==> src/tfs_pkg.sv <==
// Package for the clock time setter: item types, field codes, register
// indexes and the field step function. No dependencies.
package tfs_pkg;

  localparam int unsigned CfgDataW = 9;
  localparam int unsigned CfgIdxW  = 2;
  localparam int unsigned InDataW  = 40;
  localparam int unsigned OutDataW = 40;

  // register indexes
  localparam logic [CfgIdxW-1:0] CFG_BLINK_HALF   = 2'd0;
  localparam logic [CfgIdxW-1:0] CFG_REPEAT_DELAY = 2'd1;
  localparam logic [CfgIdxW-1:0] CFG_REPEAT_HOLD  = 2'd2;

  localparam logic [8:0] BLINK_HALF_RST   = 9'd500;
  localparam logic [7:0] REPEAT_DELAY_RST = 8'd200;
  localparam logic [1:0] REPEAT_HOLD_RST  = 2'd2;

  // field codes
  localparam logic [2:0] FIELD_MONTH  = 3'd0;
  localparam logic [2:0] FIELD_DAY    = 3'd1;
  localparam logic [2:0] FIELD_HOUR   = 3'd2;
  localparam logic [2:0] FIELD_MINUTE = 3'd3;
  localparam logic [2:0] FIELD_NONE   = 3'd4;

  localparam logic [7:0] FIELD_MAX [4] = '{8'd12, 8'd31, 8'd23, 8'd59};

  typedef struct packed {
    logic [7:0] month;
    logic [7:0] day;
    logic [7:0] hour;
    logic [7:0] minute;
  } time_t;

  typedef struct packed {
    logic       cmd;
    logic       ms_tick;
    logic       sec_tick;
    logic [2:0] section;
    logic       down_button;
    logic       up_button;
    time_t      load;
  } in_item_t;

  typedef struct packed {
    time_t      vals;
    logic       blink_on;
    logic [2:0] selected_field;
  } out_item_t;

  typedef struct packed {
    logic                we;
    logic [CfgIdxW-1:0]  idx;
    logic [CfgDataW-1:0] data;
  } cfg_wr_t;

  // one step of a field value, wrapping at its limits, modulo 256 otherwise
  function automatic logic [7:0] step_value(logic [7:0] v, logic [1:0] f, logic up);
    logic [7:0] lo;
    logic [7:0] hi;
    lo = (f <= 2'd1) ? 8'd1 : 8'd0;
    hi = FIELD_MAX[f];
    if (up) begin
      step_value = (v == hi) ? lo : v + 8'd1;
    end else begin
      step_value = (v == lo) ? hi : v - 8'd1;
    end
  endfunction

endpackage

==> src/tfs_in_reg.sv <==
// Input register of the clock time setter: holds one accepted item until
// the editor takes it. Depends on tfs_pkg.
module tfs_in_reg (
  input  logic              clk_i,
  input  logic              rst_ni,
  input  logic              valid_i,
  output logic              ready_o,
  input  tfs_pkg::in_item_t item_i,
  input  logic              take_i,
  output logic              valid_o,
  output tfs_pkg::in_item_t item_o
);

  logic              valid_q;
  tfs_pkg::in_item_t item_q;

  assign ready_o = !valid_q || take_i;
  assign valid_o = valid_q;
  assign item_o  = item_q;

  always_ff @(posedge clk_i or negedge rst_ni) begin
    if (!rst_ni) begin
      valid_q <= 1'b0;
    end else if (ready_o) begin
      valid_q <= valid_i;
    end
  end

  always_ff @(posedge clk_i) begin
    if (valid_i && ready_o) begin
      item_q <= item_i;
    end
  end

endmodule

==> src/tfs_editor.sv <==
// Editor state of the clock time setter: config registers, blink, button
// timers and the four time values, with the per-item next-state logic.
// Depends on tfs_pkg.
module tfs_editor (
  input  logic               clk_i,
  input  logic               rst_ni,
  input  tfs_pkg::cfg_wr_t   cfg_i,
  input  logic               step_i,
  input  tfs_pkg::in_item_t  item_i,
  output tfs_pkg::out_item_t result_o
);

  logic [8:0]     half_q;
  logic [7:0]     delay_q;
  logic [1:0]     hold_q;

  logic [8:0]     blink_cnt_q, blink_cnt_d;
  logic           phase_q, phase_d;
  logic [2:0]     tgt_q, tgt_d;
  logic [1:0]     hold_sec_q, hold_sec_d;
  logic [7:0]     rpt_q, rpt_d;
  logic           down_held_q, down_held_d;
  logic           up_held_q, up_held_d;
  tfs_pkg::time_t vals_q, vals_d;

  always_ff @(posedge clk_i or negedge rst_ni) begin
    if (!rst_ni) begin
      half_q  <= tfs_pkg::BLINK_HALF_RST;
      delay_q <= tfs_pkg::REPEAT_DELAY_RST;
      hold_q  <= tfs_pkg::REPEAT_HOLD_RST;
    end else if (cfg_i.we) begin
      unique case (cfg_i.idx)
        tfs_pkg::CFG_BLINK_HALF:   half_q  <= cfg_i.data;
        tfs_pkg::CFG_REPEAT_DELAY: delay_q <= cfg_i.data[7:0];
        tfs_pkg::CFG_REPEAT_HOLD:  hold_q  <= cfg_i.data[1:0];
        default: ;
      endcase
    end
  end

  always_comb begin
    logic [7:0] cur;
    blink_cnt_d = blink_cnt_q;
    phase_d     = phase_q;
    tgt_d       = tgt_q;
    hold_sec_d  = hold_sec_q;
    rpt_d       = rpt_q;
    down_held_d = down_held_q;
    up_held_d   = up_held_q;
    vals_d      = vals_q;
    cur         = 8'd0;

    // ticks count first, whatever the command
    if (item_i.ms_tick) begin
      if (blink_cnt_d != 9'h1FF) blink_cnt_d = blink_cnt_d + 9'd1;
      if (rpt_d != 8'hFF) rpt_d = rpt_d + 8'd1;
    end
    if (item_i.sec_tick && hold_sec_d != 2'd3) hold_sec_d = hold_sec_d + 2'd1;

    if (item_i.cmd) begin
      vals_d = item_i.load;
    end else begin
      if (blink_cnt_d >= half_q) begin
        blink_cnt_d = 9'd0;
        phase_d     = !phase_d;
      end
      if (phase_d && item_i.section < tfs_pkg::FIELD_NONE) tgt_d = item_i.section;

      unique case (tgt_d)
        tfs_pkg::FIELD_MONTH:  cur = vals_q.month;
        tfs_pkg::FIELD_DAY:    cur = vals_q.day;
        tfs_pkg::FIELD_HOUR:   cur = vals_q.hour;
        tfs_pkg::FIELD_MINUTE: cur = vals_q.minute;
        default:               cur = 8'd0;
      endcase

      // down first, then up; both share the hold counter and repeat timer
      if (!item_i.down_button) begin
        down_held_d = 1'b0;
      end else begin
        if (!down_held_d) begin
          hold_sec_d = 2'd0;
          rpt_d      = 8'd0;
          cur        = tfs_pkg::step_value(cur, tgt_d[1:0], 1'b0);
        end
        down_held_d = 1'b1;
        if (hold_sec_d >= hold_q && rpt_d >= delay_q) begin
          cur   = tfs_pkg::step_value(cur, tgt_d[1:0], 1'b0);
          rpt_d = 8'd0;
        end
      end

      if (!item_i.up_button) begin
        up_held_d = 1'b0;
      end else begin
        if (!up_held_d) begin
          hold_sec_d = 2'd0;
          rpt_d      = 8'd0;
          cur        = tfs_pkg::step_value(cur, tgt_d[1:0], 1'b1);
        end
        up_held_d = 1'b1;
        if (hold_sec_d >= hold_q && rpt_d >= delay_q) begin
          cur   = tfs_pkg::step_value(cur, tgt_d[1:0], 1'b1);
          rpt_d = 8'd0;
        end
      end

      unique case (tgt_d)
        tfs_pkg::FIELD_MONTH:  vals_d.month  = cur;
        tfs_pkg::FIELD_DAY:    vals_d.day    = cur;
        tfs_pkg::FIELD_HOUR:   vals_d.hour   = cur;
        tfs_pkg::FIELD_MINUTE: vals_d.minute = cur;
        default: ;
      endcase
    end
  end

  always_ff @(posedge clk_i or negedge rst_ni) begin
    if (!rst_ni) begin
      blink_cnt_q  <= 9'd0;
      phase_q      <= 1'b0;
      tgt_q        <= tfs_pkg::FIELD_NONE;
      hold_sec_q   <= 2'd0;
      rpt_q        <= 8'd0;
      down_held_q  <= 1'b0;
      up_held_q    <= 1'b0;
      vals_q       <= '{month: 8'd4, day: 8'd27, hour: 8'd3, minute: 8'd15};
    end else if (step_i) begin
      blink_cnt_q  <= blink_cnt_d;
      phase_q      <= phase_d;
      tgt_q        <= tgt_d;
      hold_sec_q   <= hold_sec_d;
      rpt_q        <= rpt_d;
      down_held_q  <= down_held_d;
      up_held_q    <= up_held_d;
      vals_q       <= vals_d;
    end
  end

  assign result_o = '{vals: vals_d, blink_on: phase_d, selected_field: tgt_d};

endmodule

==> src/tfs_out_reg.sv <==
// Result register of the clock time setter: holds one result until the
// receiver takes it. Depends on tfs_pkg.
module tfs_out_reg (
  input  logic               clk_i,
  input  logic               rst_ni,
  input  logic               load_i,
  input  tfs_pkg::out_item_t result_i,
  input  logic               ready_i,
  output logic               valid_o,
  output logic               free_o,
  output tfs_pkg::out_item_t result_o
);

  logic               valid_q;
  tfs_pkg::out_item_t result_q;

  assign free_o   = !valid_q || ready_i;
  assign valid_o  = valid_q;
  assign result_o = result_q;

  always_ff @(posedge clk_i or negedge rst_ni) begin
    if (!rst_ni) begin
      valid_q <= 1'b0;
    end else if (free_o) begin
      valid_q <= load_i;
    end
  end

  always_ff @(posedge clk_i) begin
    if (load_i && free_o) begin
      result_q <= result_i;
    end
  end

endmodule

==> src/time_field_setter_auto_repeat_core.sv <==
// Top level of the clock time setter with auto-repeating buttons.
// Uses tfs_pkg, tfs_in_reg, tfs_editor and tfs_out_reg.
//
// Usage:
//  Each slave-side transfer carries one sample: tick flags, the section
//  being set, the two button levels and, with tuser high, four load
//  values. Each sample gives exactly one master-side transfer with the
//  four time values, the blink phase and the latched selected field.
//  A sample is registered at input, its result at output; one sample
//  per cycle is taken when the receiver keeps tready high. The whole edit
//  step (tick counts, blink toggle, up to four field steps) is one pass of
//  logic between the input register and the result register.
//  When the receiver stalls, the result register holds, the input
//  register fills with the next sample and tready drops until space frees.
//  Config writes (cfg_we_i, cfg_idx_i, cfg_wdata_i) take effect at the
//  clock edge; index 3 is ignored. Reset restores the register defaults
//  (500, 200, 2) and the time 4/27 03:15 with no field selected and both
//  channels empty.
module time_field_setter_auto_repeat_core (
  input  logic                           clk_i,
  input  logic                           rst_ni,
  input  logic                           cfg_we_i,
  input  logic [tfs_pkg::CfgIdxW-1:0]    cfg_idx_i,
  input  logic [tfs_pkg::CfgDataW-1:0]   cfg_wdata_i,
  input  logic                           s_axis_tvalid_i,
  output logic                           s_axis_tready_o,
  // tdata: ms_tick, sec_tick, section[2:0], down_button, up_button,
  //        load_month, load_day, load_hour, load_minute, zero pad bit
  input  logic [tfs_pkg::InDataW-1:0]    s_axis_tdata_i,
  // tuser: cmd
  input  logic                           s_axis_tuser_i,
  output logic                           m_axis_tvalid_o,
  input  logic                           m_axis_tready_i,
  // tdata: month_value, day_value, hour_value, minute_value, blink_on,
  //        selected_field[2:0], zero pad
  output logic [tfs_pkg::OutDataW-1:0]   m_axis_tdata_o
);

  tfs_pkg::in_item_t  in_item, cur_item;
  tfs_pkg::out_item_t result, out_item;
  tfs_pkg::cfg_wr_t   cfg;
  logic               cur_valid;
  logic               out_free;
  logic               advance;

  assign in_item = '{
    cmd:         s_axis_tuser_i,
    ms_tick:     s_axis_tdata_i[0],
    sec_tick:    s_axis_tdata_i[1],
    section:     s_axis_tdata_i[4:2],
    down_button: s_axis_tdata_i[5],
    up_button:   s_axis_tdata_i[6],
    load:        '{month:  s_axis_tdata_i[14:7],
                   day:    s_axis_tdata_i[22:15],
                   hour:   s_axis_tdata_i[30:23],
                   minute: s_axis_tdata_i[38:31]}
  };

  assign cfg     = '{we: cfg_we_i, idx: cfg_idx_i, data: cfg_wdata_i};
  assign advance = cur_valid && out_free;

  tfs_in_reg u_in_reg (
    .clk_i   (clk_i),
    .rst_ni  (rst_ni),
    .valid_i (s_axis_tvalid_i),
    .ready_o (s_axis_tready_o),
    .item_i  (in_item),
    .take_i  (advance),
    .valid_o (cur_valid),
    .item_o  (cur_item)
  );

  tfs_editor u_editor (
    .clk_i    (clk_i),
    .rst_ni   (rst_ni),
    .cfg_i    (cfg),
    .step_i   (advance),
    .item_i   (cur_item),
    .result_o (result)
  );

  tfs_out_reg u_out_reg (
    .clk_i    (clk_i),
    .rst_ni   (rst_ni),
    .load_i   (advance),
    .result_i (result),
    .ready_i  (m_axis_tready_i),
    .valid_o  (m_axis_tvalid_o),
    .free_o   (out_free),
    .result_o (out_item)
  );

  assign m_axis_tdata_o = {4'd0, out_item.selected_field, out_item.blink_on,
                           out_item.vals.minute, out_item.vals.hour,
                           out_item.vals.day, out_item.vals.month};

`ifndef SYNTHESIS
  // selection never leaves the legal codes
  assert property (@(posedge clk_i) disable iff (!rst_ni)
    m_axis_tvalid_o |-> (out_item.selected_field <= tfs_pkg::FIELD_NONE))
    else $error("selected field out of range");

  // a held sample is not dropped while the result side stalls
  assert property (@(posedge clk_i) disable iff (!rst_ni)
    (cur_valid && m_axis_tvalid_o && !m_axis_tready_i) |=> cur_valid)
    else $error("held sample lost during stall");

  // every step delivers a result in the next cycle
  assert property (@(posedge clk_i) disable iff (!rst_ni)
    advance |=> m_axis_tvalid_o)
    else $error("step produced no result");
`endif

endmodule

==> config.mk <==
export PLATFORM = sky130hd
export DESIGN_NAME = time_field_setter_auto_repeat_core
export DESIGN_NICKNAME = d
export VERILOG_FILES = /design/src/tfs_pkg.sv /design/src/tfs_in_reg.sv /design/src/tfs_editor.sv /design/src/tfs_out_reg.sv /design/src/time_field_setter_auto_repeat_core.sv
export SDC_FILE = /design/constraint.sdc
export NUM_CORES = 1
export LEC_CHECK = 0
export BUFFER_PORTS_ARGS = -buffer_cell sky130_fd_sc_hd__buf_2
export CORE_MARGIN = 2
export CORE_UTILIZATION = 54
export DETAILED_ROUTE_END_ITERATION = 16
export PLACE_DENSITY = 0.84
export REMOVE_ABC_BUFFERS = 1
export SLEW_MARGIN = 20
export SYNTH_ARGS = -nofsm -noshare
export SYNTH_HDL_FRONTEND = slang
export SYNTH_SLANG_ARGS = --single-unit
==> constraint.sdc <==
create_clock -name clk_i -period 8.6 [get_ports clk_i]
set_input_delay 0.43 -clock clk_i [delete_from_list [all_inputs] [get_ports clk_i]]
set_output_delay 0.43 -clock clk_i [all_outputs]
set_load 0.02 [all_outputs]
; ---- Word level (Yosys, flattened, before mapping)
; Index checks and enable logic that the tools add are counted.
[totals]
ff_bits = 154
latchBits = 0
mem_bits_rw = 0
rom_bits = 0
in_bits = 57
out_inout_bits = 42
wordCells = 140
n_memories = 0
[classes]
n_addsub = 7
mul = 0
n_div = 0
n_lt_le_gt_ge = 8
eq_ne = 12
shifts = 0
muxes = 61
bitwise_logic = 2
n_reduce_logical = 18
[ops]
columns = op, n
row1 = $mux 8, 35
row2 = $mux 9, 4
row3 = $mux 32, 1
row4 = $pmux 8 s4, 1
row5 = $add 8x1->8 const B, 3
row6 = $mux 2, 10
row7 = $bmux 8 s2, 1
row8 = $eq 8x1->1, 2
row9 = $eq 8x8->1, 2
row10 = $ge 8x8->1, 2
row11 = $sub 8x1->8 const B, 2
row12 = $add 9x1->9 const B, 1
row13 = $ge 9x9->1, 1
row14 = $mux 3, 3
row15 = $ne 9x9->1 const B, 1
row16 = $ne 8x8->1 const B, 1
row17 = $reduce_and 2->1, 4
row18 = $logic_and 1x1->1, 7
row19 = $eq 3x2->1 const B, 2
row20 = $mux 1, 6
row21 = $ge 2x2->1, 2
row22 = $eq 3x1->1 const B, 1
row23 = $ge 3x3->1 const B, 1
row24 = $logic_not 1->1, 3
row25 = 11 further kinds, 12

; ---- Depth between registers and ports, before layout
[logic_depth]
depth_word = 33
depth_mapped = 38
depth_no_buf = 35

; ---- Hierarchy
; A second synthesis with hierarchy kept.
[hier_totals]
hier_cells = 1008
area_unflattened_um2 = 9755.6
[by_module_without_submodules]
columns = mod, instances, cells_each, area_per_inst_um2, seq_area_each_um2
row1 = tfs_editor, 1, 918, 7325.8, 1929.4
row2 = tfs_in_reg, 1, 44, 1255.0, 1226.2
row3 = tfs_out_reg, 1, 40, 1134.8, 1106.1
row4 = time_field_setter_auto_repeat_core, 1, 6, 40.0, 0.0

; ---- Least setup slack after synthesis
; Ideal clock, no wire load.
[synth_timing]
kind = reg-to-reg
startpoint = register u_editor.blink_cnt_q[0]
endpoint = register u_out_reg.result_q, in the netlist u_out_reg.result_o[14] (data pin)
setup_time_ns = 0.270
arrival_time_ns = 7.936
required_ns = 8.330
slack_ns = 0.394
stages_incl_launch_ff = 35
n_path_buf = 2
synth_period_minus_slack_ns = 8.206
cell_sequence = dfrtp_1 ha_1 and3_1 a41oi_1 nand2_1 xnor2_1 ha_1 nand2_1 o21ai_1 a21oi_4 a41o_1 clkbuf_1 nor3_1 mux2_2 a2111oi_2 nand4_2 o311ai_1 nand4_1 nor3_4 a211oi_1 or3_1 buf_2 inv_2 ha_1 nor2b_1 and2_1 nand3_1 nor4_1 nand4_1 a221oi_1 and3_1 nand2_1 nand2_1 a2bb2oi_1 o21ai_0
[synth_lines]
columns = element, line_no
row1 = from (decl), tfs_editor.sv:17  ; logic [8:0] blink_cnt_q, blink_cnt_d;
row2 = from (signal assigned), tfs_editor.sv:129  ; blink_cnt_q <= blink_cnt_d;
row3 = to (signal assigned), tfs_out_reg.sv:31  ; result_q <= result_i;
row4 = to (decl), tfs_out_reg.sv:15  ; tfs_pkg::out_item_t result_q;

; ---- Final worst setup path
[layout_timing]
startpoint = register u_editor.blink_cnt_q[4]
endpoint = register u_editor.vals_q[27] (netlist bit)
[layout_between]
elab_chain_cells = 33
word_cells_on_any_way = 47
cone_classes = 5 x add/sub / 2 x order compare / 8 x eq/ne / 29 x mux / 1 x bitwise / 2 x reduce/logical
[layout_rtl]
columns = element, line_no
row1 = $add 9x1->9 or $ne 9x9->1 (tied branches), tfs_editor.sv:55  ; if (blink_cnt_d != 9'h1FF) blink_cnt_d = blink_cnt_d + 9'd1;
row2 = $mux 9, tfs_editor.sv:55
row3 = $mux 9 (*), tfs_editor.sv:54  ; if (item_i.ms_tick) begin
row4 = $ge 9x9->1 (*), tfs_editor.sv:63  ; if (blink_cnt_d >= half_q) begin
row5 = $mux 1 (*), tfs_editor.sv:63
row6 = $mux 1 (*), tfs_editor.sv:60  ; if (item_i.cmd) begin
row7 = $logic_and 1x1->1 (*), tfs_editor.sv:67  ; if (phase_d && item_i.section < tfs_pkg::FIELD_NONE) tgt_d = item_i.section;
row8 = $mux 3 (*), tfs_editor.sv:67
row9 = [17 not listed], --
row10 = $mux 8, tfs_editor.sv:93  ; if (!item_i.up_button) begin
row11 = $mux 8, tfs_editor.sv:60
row12 = $add 8x1->8 or $eq 8x8->1 (tied branches), tfs_pkg.sv:64  ; step_value = (v == hi) ? lo : v + 8'd1;
row13 = $mux 8, tfs_pkg.sv:64
row14 = $mux 8, tfs_editor.sv:102  ; if (hold_sec_d >= hold_q && rpt_d >= delay_q) begin
row15 = $mux 8, tfs_editor.sv:93
row16 = $mux 8 (*), tfs_editor.sv:108  ; unique case (tgt_d)
row17 = $mux 32 (*), tfs_editor.sv:60
row18 = to (signal assigned), tfs_editor.sv:127  ; vals_q <= '{month: 8'd4, day: 8'd27, hour: 8'd3, minute: 8'd15};
row19 = to (signal assigned), tfs_editor.sv:136  ; vals_q <= vals_d;
row20 = to (decl), tfs_editor.sv:24  ; tfs_pkg::time_t vals_q, vals_d;
; Mark *: on every way between the ends. The rest lies on a longest branch, timed or not. The select of a mux whose other input is x is not followed.
; A chain may end at the register's enable or synchronous reset.

==> insert_results.sql <==
INSERT INTO impl_metrics (metric_group, metric, value, unit) VALUES
('clocking', 'clk_latency', '0.45', 'ns'),
('worst_hold_path', 'timing.hold.worst.class', 'in -> async', ''),
('synthesis', 'synthesis.yosys.warnings', '0', ''),
('clocking', 'clk_root_buffer_cell', 'clkbuf_16', ''),
('floorplan', 'fp.dieArea', '19300', 'sq um'),
('floorplan', 'die_h', '139', 'um'),
('clocking', 'cts-htree-levels', '4', ''),
('final_layout', 'insertedDiodeCount', '0', ''),
('power', 'leakage', '0.00506', 'uW'),
('floorplan', 'placementRows', '49', ''),
('final_layout', 'utilization', '0.667', ''),
('placement', 'number_of_port_buffers', '93', ''),
('synthesis', 'synth-main-ff-cell', 'edfxtp_1', ''),
('worst_setup_path', 'worst-endpoint-arrival', '8.55', 'ns'),
('global_route', 'total_gr_overflow', '0', ''),
('power', 'cellPowerDensity', '436', 'nW/um^2'),
('global_route', 'grt_pass1_vias', '8734', ''),
('timing', 'timing.final.max_slew_violations', '0', ''),
('placement', 'hpwlAfterDp', '20.4', 'mm'),
('global_route', 'grt_resource_usage_total', '0.295', ''),
('route', 'vias', '9444', ''),
('clocking', 'cts.path.max_buffers', '2', ''),
('synthesis', 'synth_async_sr_flop_share', '0.506', ''),
('synthesis', 'synth_cell_type_count', '91', ''),
('worst_setup_path', 'worstPathRequired', '8.88', 'ns'),
('floorplan', 'fp.coreArea', '17900', 'sq um'),
('global_route', 'grt_antenna_before_repair', '1', ''),
('clocking', 'tritoncts', 'built', ''),
('synthesis', 'yosys_register_bits', '154', ''),
('final_layout', 'final_design_area_no_fill', '11900', 'sq um'),
('placement', 'gpl.final_weighted_congestion', '0.920', ''),
('synthesis', 'synth_seq_area_share', '0.433', ''),
('route', 'drc', '0', ''),
('timing', 'max_clock_freq', '121', 'MHz'),
('timing', 'slew-limit-headroom', '0.216', ''),
('route', 'postRouteWirelength', '29.5', 'mm'),
('worst_setup_path', 'worst_reg2reg_path_length_in_cells', '37', ''),
('worst_setup_path', 'critical_path.max_stage_delay', '0.48', 'ns'),
('worst_setup_path', 'worst_setup_path_end_kind', 'flip-flop', ''),
('synthesis', 'syn_area', '9830', 'sq um'),
('timing', 'timing_worst_slew_pin_value', '1.17', 'ns'),
('floorplan', 'die_w', '139', 'um'),
('global_route', 'global_route_wire_length_before_repair', '45.6', 'mm'),
('timing', 'hold_viol_final', '0', ''),
('route', 'detail-route-antenna-nets', '0', ''),
('timing', 'post-route-period-util', '0.962', ''),
('timing', 'finalCriticalPeriod', '8.27', 'ns'),
('clocking', 'numClockSinks', '154', ''),
('final_layout', 'final_net_count', '1287', ''),
('status', 'run_status', 'finished, final reports clean', ''),
('global_route', 'grt_start_max_net_pins', '79', ''),
('worst_setup_path', 'critical-path-slowest-cell', 'or4_4', ''),
('floorplan', 'initial_utilization', '0.549', ''),
('worst_setup_path', 'criticalPathCategory', 'reg -> reg', ''),
('final_layout', 'drive_above_1_share', '0.274', ''),
('route', 'wl_per_cell', '20.5', 'um'),
('worst_setup_path', 'crit-reg2reg-launch', 'u_editor.blink_cnt_q[4]', ''),
('clocking', 'cts.reportedPaths.clkPinSlew', '0.07', 'ns'),
('route', 'initialDrtViolationCount', '1351', ''),
('job', 'timing.max_cap.violations', '0', ''),
('final_layout', 'synthToLayoutAreaGrowth', '21.5', '%'),
('route', 'viasPerCell', '6.57', ''),
('route', 'detail_route.first_pass.iterations', '6', ''),
('worst_setup_path', 'worstPathMaxFanout', '14', ''),
('placement', 'postPlaceCellArea', '11000', 'sq um'),
('synthesis', 'synth-edff-count', '76', ''),
('worst_setup_path', 'timing.critical_path.from', 'u_editor.blink_cnt_q[4]', ''),
('floorplan', 'num_io_pins', '99', ''),
('clocking', 'tritoncts.num_buffers', '17', ''),
('synthesis', 'netlist_instances', '1036', ''),
('timing', 'finalClockSkew', '0.0132', 'ns'),
('worst_setup_path', 'worst_setup_path_start_kind', 'flip-flop', ''),
('worst_setup_path', 'setup.reg_to_reg.worst_slack', '0.33', 'ns'),
('power', 'vdd_ir_drop_max', '0.269', 'mV'),
('synthesis', 'syn-mean-instance-area', '9.49', 'sq um'),
('timing', 'timing.final.setup_violations', '0', ''),
('worst_setup_path', 'r2r-end', 'u_editor.vals_q[27]', '');
## power breakdown
part / leakage [uW] / internal, uW / switching [uW]
registers: 0.00167 / 974 / 141
clock network: 0.000286 / 391 / 363
logic: 0.00310 / 1390 / 1950
total: 0.00506 / 2760 / 2450
## critical path: cells and delay by family, from the launching register on
| kind | cells | cell delay, ns |
|---|---|---|
| flip-flops | 1 | 0.41 |
| multiplexers | 1 | 0.26 |
| adder cells (fa/ha/maj) | 3 | 0.65 |
| AND/OR/NAND/NOR | 18 | 4.00 |
| AO/OA/AOI/OAI | 10 | 2.07 |
| buffers and inverters | 5 | 0.70 |
## cell type report
| cell class | count | area, sq um |
|---|---|---|
| Tap cell | 229 | 287 |
| Timing Repair Buffer | 188 | 1210 |
| Clock inverter | 15 | 160 |
| Fill cell | 1333 | 5960 |
| Sequential cell | 154 | 4260 |
| Clock buffer | 17 | 425 |
| Multi-Input combinational cell | 790 | 5430 |
| Inverter | 44 | 165 |
## registers in the layout, indices dropped and copies added, names as in the netlist
register              count
u_in_reg.item_o          40
u_out_reg.result_o       36
u_editor.vals_q          32
u_editor.blink_cnt_q      9
u_editor.half_q           9
u_editor.delay_q          8
u_editor.rpt_q            8
u_editor.tgt_q            3
u_editor.hold_q           2
u_editor.hold_sec_q       2
u_editor.down_held_q      1
u_editor.phase_q          1
u_editor.up_held_q        1
u_in_reg.valid_o          1
u_out_reg.valid_o         1
## layer usage
layer / global-route usage / share of wire / up-vias
li1: - / - / 4280
met1: 0.396 / 0.40 / 4474
met2: 0.482 / 0.47 / 593
met3: 0.0532 / 0.094 / 97
met4: 0.111 / 0.032 / 0
met5: 0 / 0 / -
## placed cells by master, fill, tap and decap left out, types with 7 or more instances in the layout
| cell | n |
|---|---|
| a21o_1 | 13 |
| buf_4 | 91 |
| clkbuf_16 | 17 |
| nand2b_1 | 11 |
| o21ai_0 | 60 |
| buf_2 | 92 |
| a22o_1 | 8 |
| nand3_1 | 31 |
| mux2i_1 | 18 |
| o22ai_1 | 11 |
| a21oi_1 | 50 |
| xnor2_1 | 11 |
| nor3_1 | 19 |
| xor2_1 | 9 |
| o31ai_1 | 18 |
| ha_1 | 33 |
| nand2_1 | 105 |
| nor2b_1 | 10 |
| and3_1 | 21 |
| a2bb2oi_1 | 10 |
| a32oi_1 | 16 |
| mux2_2 | 21 |
| a22oi_1 | 9 |
| o21ai_1 | 30 |
| dfstp_2 | 22 |
| nand4_1 | 27 |
| nor2_1 | 73 |
| inv_1 | 41 |
| nor4_1 | 7 |
| edfxtp_1 | 76 |
| a31oi_1 | 15 |
| dfrtp_1 | 56 |
## worst max path at each step
stage | end | slack (ns) | depth (start not counted)
after floorplan | u_out_reg.result_o[14] | 0.29 | 35
after global placement | u_out_reg.result_o[8] | 0.08 | 36
after detailed placement | u_out_reg.result_o[8] | -0.08 | 35
after CTS | u_out_reg.result_o[7] | 0.008 | 37
after global routing | u_out_reg.result_o[14] | -0.004 | 38
final | u_editor.vals_q[27] | 0.33 | 37
## cells by family after synthesis
family	Yosys count	share of synthesized area
compound gates	328	0.233
xor+xnor	20	0.0178
fa+ha+maj	35	0.0445
buf+inv	95	0.0396
flops	154	0.433
mux	43	0.0473
other cells	1	0.000381
simple gates	360	0.184
## Yosys cell counts, types with 5 or more instances
library cell,number,area share
o22ai_1,11,0.0070
edfxtp_1,76,0.23
a22o_1,12,0.011
or2_2,6,0.0038
a311oi_1,5,0.0045
nor2_1,77,0.029
mux2i_1,20,0.020
xnor2_1,11,0.0098
a2bb2oi_1,11,0.0098
nor4_1,8,0.0051
mux2_2,20,0.023
o31a_1,5,0.0045
a21boi_0,5,0.0038
dfstp_2,22,0.059
and3_1,22,0.014
nor3_1,20,0.010
a31o_2,5,0.0045
o31ai_1,19,0.015
or4_1,6,0.0046
nand2_1,105,0.040
nand3_1,33,0.017
a31oi_1,16,0.010
dfrtp_1,56,0.14
inv_1,42,0.016
clkbuf_1,40,0.015
a21oi_1,51,0.026
nand3b_1,5,0.0038
and2_1,7,0.0045
nand2b_1,11,0.0070
o21ai_1,28,0.014
a32oi_1,16,0.014
xor2_1,9,0.0080
a22oi_1,10,0.0076
ha_1,35,0.045
a21o_1,13,0.0099
nand4_1,27,0.017
a211oi_1,6,0.0046
nor2b_1,12,0.0076
o21ai_0,63,0.032
## metrics by stage
step | setup TNS, ns | instances | hold WS [ns] | total power [uW] | setup WS, ns
after detailed placement | -0.237 | 1395 | 0.488 | 4120 | -0.0802
after floorplan | 0 | 988 | 0.134 | 2920 | 0.293
after global routing | -0.00436 | 1437 | 0.0909 | 5480 | -0.00436
after global placement | 0 | 1395 | 0.470 | 4060 | 0.0839
after CTS | 0 | 1428 | 0.151 | 4910 | 0.00818
final | 0 | 1437 | 0.0200 | 5210 | 0.325
## what timing repair did
item / 4_1_cts / 5_1_grt
gates resized for setup: 5 / 50
pin swaps: 2 / 14
setup buffers: 1 / 9
endpoints found under the setup margin: 22 / 64
hold buffers: 0 / 0
Power figures use the tool's default switching activity.
